<file path="src/design/hce_pkg.sv">
// hce_pkg: shared widths, knot tables and pipeline payload types
// for the monotone hermite curve evaluator; no dependencies
package hce_pkg;

    // default output fraction bits and internal q.24 format
    localparam int FRAC_BITS_DEF = 12;
    localparam int IFRAC         = 24;
    localparam int SPEED_W       = 16;
    localparam int OUT_W         = 16;

    // internal widths: speed in q.24, t in [0, 1], extrapolation offset
    localparam int SW  = 32;
    localparam int DW  = SW + 1;
    localparam int TW  = IFRAC + 1;
    localparam int BW  = IFRAC + 4;
    localparam int EW  = 58;
    localparam int CW  = 27;
    localparam int NSEG = 4;

    // curve region of one request
    typedef enum logic [1:0] {
        MODE_HERM = 2'd0,
        MODE_LO   = 2'd1,
        MODE_HI   = 2'd2
    } t_mode;

    // knots, values and tangents in q.24
    localparam logic [CW-1:0] KNOT_X_FIRST = CW'(8388608);
    localparam logic [CW-1:0] KNOT_X_LAST  = CW'(67108864);
    localparam logic [CW-1:0] KNOT_Y_FIRST = CW'(11744051);
    localparam logic [CW-1:0] KNOT_Y_LAST  = CW'(26843546);
    localparam logic [CW-1:0] KNOT_M_FIRST = CW'(6710886);
    localparam logic [CW-1:0] KNOT_M_LAST  = CW'(5033165);

    // per segment: left knot, end values, tangent times spacing
    localparam logic [CW-1:0] SEG_XL [NSEG] = '{
        CW'(8388608), CW'(16777216), CW'(33554432), CW'(50331648)
    };
    localparam logic [CW-1:0] SEG_YL [NSEG] = '{
        CW'(11744051), CW'(15099494), CW'(18454938), CW'(21810381)
    };
    localparam logic [CW-1:0] SEG_YR [NSEG] = '{
        CW'(15099494), CW'(18454938), CW'(21810381), CW'(26843546)
    };
    localparam logic [CW-1:0] SEG_HM0 [NSEG] = '{
        CW'(3355443), CW'(5033165), CW'(3355443), CW'(4194304)
    };
    localparam logic [CW-1:0] SEG_HM1 [NSEG] = '{
        CW'(2516582), CW'(3355443), CW'(4194304), CW'(5033165)
    };

    // one in q.24 at basis width
    localparam logic signed [BW-1:0] ONE_Q = BW'(1) << IFRAC;

    // after segment search
    typedef struct packed {
        t_mode                 mode;
        logic [1:0]            seg;
        logic [TW-1:0]         t;
        logic signed [DW-1:0]  d;
    } t_seg;

    // after basis evaluation
    typedef struct packed {
        t_mode                 mode;
        logic [1:0]            seg;
        logic signed [BW-1:0]  b00;
        logic signed [BW-1:0]  b10;
        logic signed [BW-1:0]  b01;
        logic signed [BW-1:0]  b11;
        logic signed [EW-1:0]  ext;
    } t_basis;

endpackage

</file>
<file path="src/design/hce_seg.sv">
// hce_seg: first pipeline stage, finds the curve region and segment,
// forms t and the extrapolation offset; depends on hce_pkg
module hce_seg #(
    parameter int FRAC_BITS = hce_pkg::FRAC_BITS_DEF
) (
    input  logic                         i_clk,
    input  logic                         i_rst_n,
    input  logic                         i_valid,
    output logic                         o_ready,
    input  logic [hce_pkg::SPEED_W-1:0]  i_speed_q,
    output logic                         o_valid,
    input  logic                         i_ready,
    output hce_pkg::t_seg                o_seg
);
    import hce_pkg::*;

    localparam int SHIFT = IFRAC - FRAC_BITS;

    logic [SW-1:0] s;
    logic [SW-1:0] diff;
    t_seg          n_seg;
    logic          r_vld;
    t_seg          r_seg;

    // widen speed to q.24
    assign s = SW'(i_speed_q) << SHIFT;

    // region and segment search, inner knot hits go left
    always_comb begin
        n_seg.mode = MODE_HERM;
        n_seg.seg  = 2'd0;
        n_seg.d    = $signed({1'b0, s}) - $signed(DW'(KNOT_X_FIRST));
        priority if (s <= SW'(SEG_XL[0])) begin
            n_seg.mode = MODE_LO;
        end else if (s >= SW'(KNOT_X_LAST)) begin
            n_seg.mode = MODE_HI;
            n_seg.d    = $signed({1'b0, s}) - $signed(DW'(KNOT_X_LAST));
        end else if (s <= SW'(SEG_XL[1])) begin
            n_seg.seg = 2'd0;
        end else if (s <= SW'(SEG_XL[2])) begin
            n_seg.seg = 2'd1;
        end else if (s <= SW'(SEG_XL[3])) begin
            n_seg.seg = 2'd2;
        end else begin
            n_seg.seg = 2'd3;
        end
        diff = s - SW'(SEG_XL[n_seg.seg]);
        // first segment is half wide: reciprocal of spacing is two
        if (n_seg.seg == 2'd0) begin
            n_seg.t = {diff[TW-2:0], 1'b0};
        end else begin
            n_seg.t = diff[TW-1:0];
        end
    end

    assign o_ready = !r_vld || i_ready;
    assign o_valid = r_vld;
    assign o_seg   = r_seg;

    // stage valid
    always_ff @(posedge i_clk) begin
        if (!i_rst_n) begin
            r_vld <= 1'b0;
        end else if (o_ready) begin
            r_vld <= i_valid;
        end
    end

    // stage payload
    always_ff @(posedge i_clk) begin
        if (o_ready) begin
            r_seg <= n_seg;
        end
    end

endmodule

</file>
<file path="config.mk">
export PLATFORM = sky130hd
export DESIGN_NAME = hce_seg
export DESIGN_NICKNAME = d
export VERILOG_FILES = /design/src/design/hce_pkg.sv /design/src/design/hce_seg.sv
export SDC_FILE = /design/constraint.sdc
export NUM_CORES = 1
export LEC_CHECK = 0
export BUFFER_PORTS_ARGS = -buffer_cell sky130_fd_sc_hd__buf_2
export CORE_MARGIN = 3
export CORE_UTILIZATION = 42
export CTS_CLUSTER_SIZE = 28
export DETAILED_ROUTE_END_ITERATION = 8
export PLACE_DENSITY = 0.84
export SLEW_MARGIN = 20
export SYNTH_ARGS = -nofsm -noshare
export SYNTH_HDL_FRONTEND = slang
export SYNTH_SLANG_ARGS = --single-unit
</file>
<file path="constraint.sdc">
create_clock -name i_clk -period 1.88 [get_ports i_clk]
set_clock_uncertainty 0.2 [all_clocks]
set_input_delay 0.282 -clock i_clk [delete_from_list [all_inputs] [get_ports i_clk]]
set_output_delay 0.282 -clock i_clk [all_outputs]
set_load 0.02 [all_outputs]
</file>
== Word-level counts from Yosys, hierarchy flattened ==
Cells that the tools add are included.

* Bits in registers: 63
* Bits of input ports: 20
* Output and inout port bits: 64
* Word-level logic and storage cells: 31

* Add/sub/neg operators: 3
* $lt $le $gt $ge: 6
* Mux-type cells: 12
* Bitwise logic cells: 1
* Reduce and logical (&&, ||, !) cells: 3

{| class="wikitable"
|+ Operators by type and width
! kind !! count
|-
| 2-to-1 mux 25 bit || 3
|-
| 2-to-1 mux 33 bit || 2
|-
| less-or-equal comparator 28 x 26 -> 1 bit, second input constant || 2
|-
| binary-select mux 27 bit (select 2 bit) || 1
|-
| subtractor 28 x 24 -> 29 bit, second input constant || 1
|-
| subtractor 28 x 27 -> 29 bit, second input constant || 1
|-
| greater-or-equal comparator 28 x 27 -> 1 bit, second input constant || 1
|-
| less-or-equal comparator 28 x 24 -> 1 bit, second input constant || 1
|-
| less-or-equal comparator 28 x 25 -> 1 bit, second input constant || 1
|-
| subtractor 25 bit || 1
|-
| 2-to-1 mux 2 bit || 5
|-
| greater-or-equal comparator 3 bit, second input constant || 1
|-
| NOT 2 -> 3 bit || 1
|-
| logical NOT 2 bit || 1
|-
| logical NOT 1 bit || 1
|-
| logical OR 1 bit || 1
|-
| 2-to-1 mux 1 bit || 1
|}

== Depth between registers and ports, before layout ==
* Depth in word-level cells: 12
* Mapped depth: 7
* Gate-level depth less buffers: 6

== Worst setup path after synthesis ==
No wires, ideal clock.

* Path type: input port to flip-flop
* Start point: input port i_speed_q[12] (netlist name)
* End point: register r_seg, in the netlist o_seg[46], data pin
* Data arrival time: 1.577 ns
* Data required time: 1.420 ns
* Setup slack: -0.157 ns
* Stages on the path: 7
* Path buffers: 1
* Path through: inv_1 -> ha_1 -> nor4b_1 -> nand4_1 -> o211ai_2 -> buf_6 -> mux2_2

{| class="wikitable"
|+ RTL lines
! what !! line !! source
|-
| from (decl) || hce_seg.sv:10 || <nowiki>input logic [hce_pkg::SPEED_W-1:0] i_speed_q,</nowiki>
|-
| to (signal assigned) || hce_seg.sv:72 || <nowiki>r_seg <= n_seg;</nowiki>
|-
| to (decl) || hce_seg.sv:23 || <nowiki>t_seg r_seg;</nowiki>
|}

==> flow_summary_export.csv <==
group,metric,value,unit
cts,clock-root-buffer,"clkbuf_8",
cts,cts_tree,"done",
routing,firstDrtPassIters,4,
logic_synthesis,ys_ff_latch,35,
outcome,status,"finished, final reports clean",
layout,regArea,0.001041,mm^2
routing,route.detailed.drc,0,
global_route,grtUsageTotal,14.41,%
timing,setup_violations,0,
timing,fin_ws,29.18,ps
floorplanning,placementRows,22,
logic_synthesis,syn_area,0.001774,mm^2
timing,rsz0062_at_grt,"no",
cts,clkLatencyLatePin,280,ps
layout,nFillCells,321,
power,power_density,766.0,mW/mm^2
timing,finalHoldWorstSlack,36.57,ps
setup_path,required,1710,ps
power,leakage,1.104,nW
cts,cts.repair.resized,0,
timing,max_freq,0.5403,GHz
global_route,grt_pass1_vias,1187,
routing,via_count,1246,
routing,wl,3.480,mm
logic_synthesis,syn_inst,129,
floorplanning,die_area,0.005040,mm^2
logic_synthesis,ys_warn_count,0,
routing,drt_iter0_markers,67,
setup_path,startpoint_type,"primary input",
floorplanning,core,0.003854,mm^2
power,power_frac_seq,51.9,%
power,p_comb_share,20.6,%
routing,wl_per_cell,13.03,um
routing,ant_nets,0,
power,p_int,0.001309,W
layout,multi_input_area,590.6,um^2
power,p_sw_share,27.64,%
power,p_sw,0.0004999,W
placed_design,routabilityCongestion,0.9143,
placed_design,io_buffers,59,
logic_synthesis,ys_types,32,
floorplanning,die_height,71.00,um
global_route,grt_pass1_wl,5.526,mm
cts,cts_buffer_depth,2,
power,total_power,0.001808,W
floorplanning,start_util,46.04,%
job,cap_violations,0,
placed_design,dp_hpwl,2.802,mm
logic_synthesis,syn_area_per_cell,13.75,um^2
setup_path,worst-setup-path-type,"primary input to register",
placed_design,pre_cts_slack,-258.9,ps
layout,drive_above_1_share,54.34,%
worst_hold_path,hold_class,"primary input to register",
timing,maxSlewViolCount,0,
layout,finalNetCount,242,
global_route,grt_start_max_net_pins,23,
layout,diodes,0,
global_route,grt-ovfl-total,0,
layout,area_delta_synth_final,33.07,%
timing,post-route-period-util,98.45,%
setup_path,cp.arrival,1680,ps
floorplanning,ios,84,
logic_synthesis,ys_seq_area_share,58.67,%
cts,cts_setup_buffers,0,
cts,clk_pin_slew_worst_paths,60,ps
timing,hold_viol_final,0,
global_route,grt_antenna_before_repair,0,
cts,numCtsBuffers,5,
power,clkPwrFrac,27.5,%
power,ir_worst_vdd,266.6,uV
cts,cts-htree-levels,2,
cts,cts_hold_buf,0,
setup_path,end_kind,"register",
setup_path,crit_path_max_fanout,13,
cts,clkSinkCount,35,
floorplanning,die_w,71.00,um
routing,vias_per_cell,4.667,
timing,timing.final.crit_period,1851,ps
cell usage after synthesis:
cell type | n | area, um^2
or3_1 | 1 | 6.260
and4_2 | 1 | 10.01
nand3_1 | 2 | 10.01
nand2_1 | 1 | 3.750
o21ai_0 | 1 | 5.000
nor4b_1 | 1 | 8.760
dfxtp_1 | 1 | 20.02
nor3_1 | 1 | 5.000
conb_1 | 1 | 3.750
nor4_1 | 2 | 12.51
buf_4 | 28 | 210.2
nand2b_1 | 3 | 18.77
a31o_2 | 1 | 8.760
o211ai_2 | 2 | 25.02
mux2i_1 | 2 | 20.02
edfxtp_1 | 34 | 1021
nor4b_4 | 1 | 23.77
a21o_1 | 1 | 7.510
nand4_1 | 1 | 6.260
a41oi_1 | 1 | 8.760
a21oi_1 | 3 | 15.01
a22o_1 | 1 | 8.760
buf_6 | 2 | 22.52
a31oi_1 | 3 | 18.77
mux2_2 | 12 | 135.1
inv_1 | 10 | 37.54
or4b_1 | 1 | 10.01
nor3b_1 | 1 | 7.510
a211oi_1 | 2 | 15.01
ha_1 | 4 | 50.05
a21boi_0 | 1 | 7.510
nor2_1 | 3 | 11.26
flip-flops by register name (all words and copies together), names as in the netlist:
| register | flops |
|---|---|
| o_seg | 34 |
| o_valid | 1 |
path summary, 6_finish.rpt:
check	to	startpoint	cells after the start	slack [ps]
hold reg to reg	o_valid	o_valid	2	460
setup / recovery	o_seg[51]	i_speed_q[3]	6	30
setup reg to reg	o_seg[60]	o_valid	2	660
hold / removal	o_valid	i_valid	3	40
layer usage:
layer | GRT usage (%) | share of wire (%) | wire length (um) | up-vias
met5 | 0 | 0 | 0 | -
met4 | 6.889 | 2.4 | 82 | 0
met3 | 4.830 | 10 | 347 | 9
met2 | 24.41 | 47 | 1634 | 69
met1 | 16.27 | 41 | 1417 | 567
li1 | - | - | - | 601
power groups by stage:
stage	clock network, W	registers [W]	logic, W
after floorplan	0	0.00104	0.000180
after global placement	0	0.000954	0.000369
after detailed placement	0	0.000956	0.000375
after CTS	0.000519	0.000939	0.000375
after global routing	0.000553	0.000943	0.000401
final	0.000497	0.000939	0.000373
cell usage in the layout (no fill, tap or decap), types with 3 or more instances in the layout:
cell / synthesis / final
a21oi_1: 3 / 3
a31oi_1: 3 / 3
buf_2: 0 / 59
buf_4: 28 / 28
clkbuf_8: 0 / 5
conb_1: 1 / 24
edfxtp_1: 34 / 34
ha_1: 4 / 3
inv_1: 10 / 8
mux2_2: 12 / 12
nor2_1: 3 / 3
worst max-delay path, stage by stage:
cell and delay (ps):
buf_2 140, nor4_4 370, a41oi_1 170, o211ai_2 210, buf_12 170, mux2_2 340
per-stage QoR:
step | setup TNS (ps) | instances | cell area (um^2) | utilization, %
floorplan | -503.4 | 152 | 1904 | -
global placement | -2806 | 259 | 2277 | 59.09
detailed placement | -3227 | 259 | 2277 | 59.09
CTS | 0 | 267 | 2361 | 61.27
global route | 0 | 267 | 2361 | 61.27
finish | 0 | 267 | 2361 | 61.27
cell type report:
type / count / area share [%]
clock inverters: 3 / 0.6359
well taps: 48 / 2.544
multi-input cells: 77 / 25.01
flip-flops and latches: 35 / 44.09
clock buffers: 5 / 2.915
inverters: 10 / 1.696
repair buffers: 89 / 23.11
cells by family (layout without fill, tap and decap cells):
kind of cell | after synthesis | in the layout | synth area share, %
and+or+nand+nor | 19 | 19 | 7.546
AOI/OAI and AO/OA | 16 | 16 | 6.770
muxes | 14 | 14 | 8.745
adders and majority gates | 4 | 4 | 2.821
other | 1 | 24 | 0.2114
DFF | 35 | 35 | 58.67
buffers and inverters | 40 | 107 | 15.23
Note: power is estimated with default switching activity, not from simulation.
