[src/design/hce_pkg.sv]
// hce_pkg: shared widths, knot tables and pipeline payload types
// for the monotone hermite curve evaluator; no dependencies
package hce_pkg;

    // default output fraction bits and internal q.24 format
    localparam int FRAC_BITS_DEF = 12;
    localparam int IFRAC         = 24;
    localparam int SPEED_W       = 16;
    localparam int OUT_W         = 16;

    // internal widths: speed in q.24, t in [0, 1], extrapolation offset
    localparam int SW  = 32;
    localparam int DW  = SW + 1;
    localparam int TW  = IFRAC + 1;
    localparam int BW  = IFRAC + 4;
    localparam int EW  = 58;
    localparam int CW  = 27;
    localparam int NSEG = 4;

    // curve region of one request
    typedef enum logic [1:0] {
        MODE_HERM = 2'd0,
        MODE_LO   = 2'd1,
        MODE_HI   = 2'd2
    } t_mode;

    // knots, values and tangents in q.24
    localparam logic [CW-1:0] KNOT_X_FIRST = CW'(8388608);
    localparam logic [CW-1:0] KNOT_X_LAST  = CW'(67108864);
    localparam logic [CW-1:0] KNOT_Y_FIRST = CW'(11744051);
    localparam logic [CW-1:0] KNOT_Y_LAST  = CW'(26843546);
    localparam logic [CW-1:0] KNOT_M_FIRST = CW'(6710886);
    localparam logic [CW-1:0] KNOT_M_LAST  = CW'(5033165);

    // per segment: left knot, end values, tangent times spacing
    localparam logic [CW-1:0] SEG_XL [NSEG] = '{
        CW'(8388608), CW'(16777216), CW'(33554432), CW'(50331648)
    };
    localparam logic [CW-1:0] SEG_YL [NSEG] = '{
        CW'(11744051), CW'(15099494), CW'(18454938), CW'(21810381)
    };
    localparam logic [CW-1:0] SEG_YR [NSEG] = '{
        CW'(15099494), CW'(18454938), CW'(21810381), CW'(26843546)
    };
    localparam logic [CW-1:0] SEG_HM0 [NSEG] = '{
        CW'(3355443), CW'(5033165), CW'(3355443), CW'(4194304)
    };
    localparam logic [CW-1:0] SEG_HM1 [NSEG] = '{
        CW'(2516582), CW'(3355443), CW'(4194304), CW'(5033165)
    };

    // one in q.24 at basis width
    localparam logic signed [BW-1:0] ONE_Q = BW'(1) << IFRAC;

    // after segment search
    typedef struct packed {
        t_mode                 mode;
        logic [1:0]            seg;
        logic [TW-1:0]         t;
        logic signed [DW-1:0]  d;
    } t_seg;

    // after basis evaluation
    typedef struct packed {
        t_mode                 mode;
        logic [1:0]            seg;
        logic signed [BW-1:0]  b00;
        logic signed [BW-1:0]  b10;
        logic signed [BW-1:0]  b01;
        logic signed [BW-1:0]  b11;
        logic signed [EW-1:0]  ext;
    } t_basis;

endpackage

[src/design/hce_basis.sv]
// hce_basis: three pipeline stages, t squared with the extrapolation
// product, t cubed, then the four hermite basis terms; depends on hce_pkg
module hce_basis (
    input  logic             i_clk,
    input  logic             i_rst_n,
    input  logic             i_valid,
    output logic             o_ready,
    input  hce_pkg::t_seg    i_seg,
    output logic             o_valid,
    input  logic             i_ready,
    output hce_pkg::t_basis  o_basis
);
    import hce_pkg::*;

    typedef struct packed {
        t_mode                 mode;
        logic [1:0]            seg;
        logic [TW-1:0]         t;
        logic [TW-1:0]         t2;
        logic signed [EW-1:0]  ext;
    } t_sq;

    typedef struct packed {
        t_mode                 mode;
        logic [1:0]            seg;
        logic [TW-1:0]         t;
        logic [TW-1:0]         t2;
        logic [TW-1:0]         t3;
        logic signed [EW-1:0]  ext;
    } t_cube;

    logic [2*TW-1:0]      sq_prod;
    logic [2*TW-1:0]      cube_prod;
    logic signed [EW-1:0] d_x;
    logic signed [EW-1:0] m_x;
    logic signed [BW-1:0] t1_s;
    logic signed [BW-1:0] t2_s;
    logic signed [BW-1:0] t3_s;
    t_sq                  n_sq;
    t_cube                n_cube;
    t_basis               n_basis;
    logic                 r_vld1;
    logic                 r_vld2;
    logic                 r_vld3;
    t_sq                  r_sq;
    t_cube                r_cube;
    t_basis               r_basis;
    logic                 rdy1;
    logic                 rdy2;
    logic                 rdy3;

    // stage 1: t squared and linear extrapolation product
    always_comb begin
        sq_prod    = (2*TW)'(i_seg.t) * (2*TW)'(i_seg.t);
        d_x        = EW'(i_seg.d);
        m_x        = (i_seg.mode == MODE_HI) ? $signed(EW'(KNOT_M_LAST))
                                             : $signed(EW'(KNOT_M_FIRST));
        n_sq.mode  = i_seg.mode;
        n_sq.seg   = i_seg.seg;
        n_sq.t     = i_seg.t;
        n_sq.t2    = sq_prod[IFRAC+TW-1:IFRAC];
        n_sq.ext   = d_x * m_x;
    end

    // stage 2: t cubed from the truncated square
    always_comb begin
        cube_prod   = (2*TW)'(r_sq.t2) * (2*TW)'(r_sq.t);
        n_cube.mode = r_sq.mode;
        n_cube.seg  = r_sq.seg;
        n_cube.t    = r_sq.t;
        n_cube.t2   = r_sq.t2;
        n_cube.t3   = cube_prod[IFRAC+TW-1:IFRAC];
        n_cube.ext  = r_sq.ext;
    end

    // stage 3: hermite basis terms
    always_comb begin
        t1_s         = $signed(BW'(r_cube.t));
        t2_s         = $signed(BW'(r_cube.t2));
        t3_s         = $signed(BW'(r_cube.t3));
        n_basis.mode = r_cube.mode;
        n_basis.seg  = r_cube.seg;
        n_basis.b00  = (t3_s <<< 1) - ((t2_s <<< 1) + t2_s) + ONE_Q;
        n_basis.b10  = t3_s - (t2_s <<< 1) + t1_s;
        n_basis.b01  = ((t2_s <<< 1) + t2_s) - (t3_s <<< 1);
        n_basis.b11  = t3_s - t2_s;
        n_basis.ext  = r_cube.ext;
    end

    // ready chain lets bubbles collapse
    assign rdy3    = !r_vld3 || i_ready;
    assign rdy2    = !r_vld2 || rdy3;
    assign rdy1    = !r_vld1 || rdy2;
    assign o_ready = rdy1;
    assign o_valid = r_vld3;
    assign o_basis = r_basis;

    // stage valids
    always_ff @(posedge i_clk) begin
        if (!i_rst_n) begin
            r_vld1 <= 1'b0;
            r_vld2 <= 1'b0;
            r_vld3 <= 1'b0;
        end else begin
            if (rdy1) begin
                r_vld1 <= i_valid;
            end
            if (rdy2) begin
                r_vld2 <= r_vld1;
            end
            if (rdy3) begin
                r_vld3 <= r_vld2;
            end
        end
    end

    // stage payloads
    always_ff @(posedge i_clk) begin
        if (rdy1) begin
            r_sq <= n_sq;
        end
        if (rdy2) begin
            r_cube <= n_cube;
        end
        if (rdy3) begin
            r_basis <= n_basis;
        end
    end

endmodule

[config.mk]
export PLATFORM = sky130hd
export DESIGN_NAME = hce_basis
export DESIGN_NICKNAME = d
export VERILOG_FILES = /design/src/design/hce_pkg.sv /design/src/design/hce_basis.sv
export SDC_FILE = /design/constraint.sdc
export NUM_CORES = 2
export LEC_CHECK = 0
export ABC_CLOCK_PERIOD_IN_PS = 21700
export BUFFER_PORTS_ARGS = -buffer_cell sky130_fd_sc_hd__buf_2
export CAP_MARGIN = 20
export CELL_PAD_IN_SITES_DETAIL_PLACEMENT = 1
export CELL_PAD_IN_SITES_GLOBAL_PLACEMENT = 1
export CORE_MARGIN = 5
export CORE_UTILIZATION = 45
export CTS_CLUSTER_DIAMETER = 60
export DETAILED_ROUTE_END_ITERATION = 10
export PLACE_DENSITY_LB_ADDON = 0.05
export SYNTH_ARGS = -nofsm -noshare
export SYNTH_HDL_FRONTEND = slang
export SYNTH_SLANG_ARGS = --single-unit
[constraint.sdc]
create_clock -name i_clk -period 21.7 [get_ports i_clk]
set_clock_uncertainty 0.1 [all_clocks]
set_input_delay 4.34 -clock i_clk [delete_from_list [all_inputs] [get_ports i_clk]]
set_output_delay 4.34 -clock i_clk [all_outputs]
set_load 0.02 [all_outputs]
; Word level (Yosys, flattened, before mapping)
; Index checks and enable logic that the tools add are counted.
[classes]
muxes = 1
n_reduce_logical = 6
mul = 3
addsub = 7
n_eq_ne = 1
[ops]
columns = operator, n
row1 = 25-bit by 25-bit multiplier with 49-bit output, 2
row2 = 33-bit by 24-bit multiplier with 57-bit output, 1
row3 = 27-bit by 26-bit adder with 28-bit output, 1
row4 = 28-bit by 26-bit adder with 28-bit output (second input constant), 1
row5 = 27-bit by 26-bit subtractor with 28-bit output, 1
row6 = 27-bit by 28-bit subtractor with 28-bit output, 1
row7 = 26-bit by 25-bit adder with 27-bit output, 1
row8 = 25-bit by 26-bit subtractor with 27-bit output, 1
row9 = 25-bit by 25-bit subtractor with 26-bit output, 1
row10 = 22-bit 2-to-1 mux, 1
row11 = 1-bit zero test, 3
row12 = 1-bit logical OR, 3
row13 = 2-bit equality test (second input constant), 1
[totals]
regBits = 426
input_bits = 66
word_cells = 39
out_inout_bits = 176

; Depth between registers and ports, before layout
[logic_depth]
ltp_word = 4
mapped_depth = 31
depth_no_buf = 29

; Worst setup path after synthesis
; Ideal clock, no wire load.
[synth_path]
path_type = input to output
startpoint = input i_ready
endpoint = output o_ready
path_buffers = 0
path_slack_ns = 10.028
required_time_ns = 17.260
t_arrival_ns = 7.232
cell_stages = 2
path_cell_list = nor2b_1 > nand3_1
[synth_between]
elab_chain_len = 3
[synth_rtl]
columns = element, line
row1 = "start, declared", hce_basis.sv:10  ; input logic i_ready,
row2 = 1-bit logical OR, hce_basis.sv:91  ; assign rdy3 = !r_vld3 || i_ready;
row3 = 1-bit logical OR, hce_basis.sv:92  ; assign rdy2 = !r_vld2 || rdy3;
row4 = 1-bit logical OR, hce_basis.sv:93  ; assign rdy1 = !r_vld1 || rdy2;
row5 = "end, declared", hce_basis.sv:7  ; output logic o_ready,
; No other way between the ends.

==> impl_metrics.env <==
export IMPL_hpwl_um=183000
export IMPL_drtAntennaViolNets=0
export IMPL_placed_cell_area_um2=79600
export IMPL_tns_ps=0
export IMPL_async_reset_ff_frac=0
export IMPL_clock_latency_ps=680
export IMPL_design_area_um2=81500
export IMPL_crit_fanout=49
export IMPL_drtIter0Drc=2506
export IMPL_dieArea_um2=176000
export IMPL_required_ps=21990
export IMPL_io_buffers=241
export IMPL_num_vias=50900
export IMPL_slew_violations=0
export IMPL_end_kind="register"
export IMPL_grt_overflow_total=0
export IMPL_synth_edf_count=417
export IMPL_fin_cells=9907
export IMPL_drcViolationCount=0
export IMPL_antenna_found_initial=6
export IMPL_synth_seq_cells=420
export IMPL_synth_avg_cell_area_um2=10.2
export IMPL_syn_inst=7388
export IMPL_ys_types=84
export IMPL_max_cap_viol_count=0
export IMPL_wl_per_cell_um=22.7
export IMPL_hp_class="register to register"
export IMPL_critical_path_cell_chain="buf_2, nand2b_2, buf_4, nand2_1, xnor2_1, ha_1, fa_1, fa_1, fa_1, fa_1, fa_1, inv_1, fa_1, inv_1, ha_1, nand3_1, nor4_2, o211ai_2, a211o_1, a21boi_2, o31ai_1, a221oi_2, mux2i_1, a2111o_1"
export IMPL_coreArea_um2=167000
export IMPL_cts_root_buf="clkbuf_16"
export IMPL_seq_area_frac_synth=0.167
export IMPL_h_tree_depth=2
export IMPL_synth_area_top_cells="fa_1 42%, edfxtp_1 17%, ha_1 12%"
export IMPL_layout_min_cycle_time_ps=12140
export IMPL_synth_top_area_share=0.415
export IMPL_synth_ff_type="edfxtp_1"
export IMPL_grt_first_pass_wirelength_um=349000
export IMPL_outcome="finished clean"
export IMPL_period_share=0.559
export IMPL_cp_slowest_cell="fa_1"
export IMPL_synth_common_cells="2024 x inv_1, 1565 x fa_1, 716 x ha_1"
export IMPL_rsz0062_at_grt="no"
export IMPL_cts_buffer_depth=3
export IMPL_grt_pass1_vias=58700
export IMPL_tightest_slew_ps=1260
export IMPL_clk_pin_slew_worst_paths_ps=60
export IMPL_fmax_mhz=82.4
export IMPL_gp_congestion=0.923
export IMPL_wl_um=225000
export IMPL_fp_dieH_um=420
export IMPL_startpoint_type="input pin"
export IMPL_dr_pass1_iters=5
export IMPL_area_growth_pct=7.99
export IMPL_chipWidth_um=420
export IMPL_cts_tree="built"
export IMPL_synth_most_common_cell="inv_1"
export IMPL_dp_cells=9802
export IMPL_cts_hold_buf=0
export IMPL_hold_violations=0
export IMPL_slowest_delay_ps=580
export IMPL_cts_sinks=420
export IMPL_crit_top_cell="fa_1"
export IMPL_synth_area_leader_cell="fa_1"
export IMPL_cp_arrival_ps=12420
export IMPL_final_util=0.488
export IMPL_vias_per_cell=5.14
export IMPL_yosysWarnings=0
export IMPL_grt_use_total=0.262
export IMPL_final_nets=10000
export IMPL_drive_gt1_frac=0.0608
export IMPL_setup_violations=0
export IMPL_cts_setup_buffers=0
export IMPL_ios=242
export IMPL_cts_resized=0
export IMPL_synth_area_um2=75500
export IMPL_relSlewSlack=0.153
export IMPL_fp_row_count=150
export IMPL_grt_max_degree=100
export IMPL_cts_buffers=56
export IMPL_floorplan_initialDensity=0.452
export IMPL_worstSetupPathType="input pin to register"
==> layout make-up <==
| type | count | area [µm²] |
|---|---|---|
| Clock inverter | 47 | 480 |
| Sequential cell | 420 | 12600 |
| Antenna cell | 1 | 2.50 |
| Multi-Input combinational cell | 4840 | 54900 |
| Inverter | 2024 | 7600 |
| Clock buffer | 57 | 1410 |
| Tap cell | 2204 | 2760 |
| Fill cell | 18600 | 85500 |
| Timing Repair Buffer | 314 | 1750 |
==> worst max-delay path, delay by kind of cell <==
family                     cells  cell delay (ps)
adders and majority gates      8             3780
AOI/OAI and AO/OA              6             1680
and+or+nand+nor                4             1170
buffers and inverters          4              680
xor gates and xnor gates       1              550
muxes                          1              120
==> cells in the final DEF, fill, tap and decap left out, types with 17 or more instances in the layout <==
cell	netlist	final
conb_1	2	76
inv_1	2024	2023
xor2_1	72	72
and2_1	482	482
o21bai_1	41	41
nand3_1	53	52
nor2_1	186	186
edfxtp_1	417	417
clkbuf_16	0	56
ha_1	716	716
a211oi_1	18	18
nor2b_1	40	39
a31oi_1	30	30
buf_4	4	73
or2_2	29	29
nand2b_1	28	27
a21o_1	107	107
and3_1	37	37
nor3_1	49	49
nand2_1	605	604
buf_2	0	241
o21a_1	34	34
o21ai_0	91	91
a21oi_1	211	211
xnor2_1	188	188
fa_1	1565	1565
nand4_1	17	17
==> per-layer routing <==
layer  vias up  wire length [µm]  track usage
met5         -                 0            0
met4         0              6590       0.0682
met3       259             10200       0.0341
met2      1081            110000        0.450
met1     26800             98000        0.352
li1      22800                 -            -
==> cells by family (layout without fill, tap and decap cells) <==
logic type / after synthesis / after routing / synth area share
other cells: 2 / 77 / 0.0000995
simple gates: 1568 / 1568 / 0.103
buf+inv: 2202 / 2442 / 0.110
flops: 420 / 420 / 0.167
compound gates: 651 / 651 / 0.0561
fa+ha+maj: 2281 / 2281 / 0.534
xor+xnor: 260 / 260 / 0.0302
mux: 4 / 4 / 0.000547
==> worst paths after layout <==
kind,slack (ps),to,cells after the start,startpoint
worst max-delay path,9560,n_cube[56]$_DFFE_PP_,24,i_seg[60]
worst min-delay path,300,n_basis[18]$_DFFE_PP_,0,n_cube[18]$_DFFE_PP_
worst max register to register,12960,r_cube[82]$_DFFE_PP_,26,n_cube[113]$_DFFE_PP_
worst min register to register,300,n_basis[18]$_DFFE_PP_,0,n_cube[18]$_DFFE_PP_
==> flip-flops by register name (all words and copies together) (netlist names) <==
register,count
o_basis,170
n_basis,61
r_vld2,1
o_valid,1
r_vld1,1
n_cube,111
r_cube,75
==> per-stage QoR <==
step	hold WS (ps)	setup WS, ps
2_1_floorplan	300	10030
3_3_place_gp	301	9140
3_5_place_dp	305	8960
4_1_cts	293	9670
5_1_grt	306	9260
6_report	301	9560
Power is left out: the tool's default activity adds up to more than one toggle a clock period on the data nets, which glitch-free logic cannot reach.
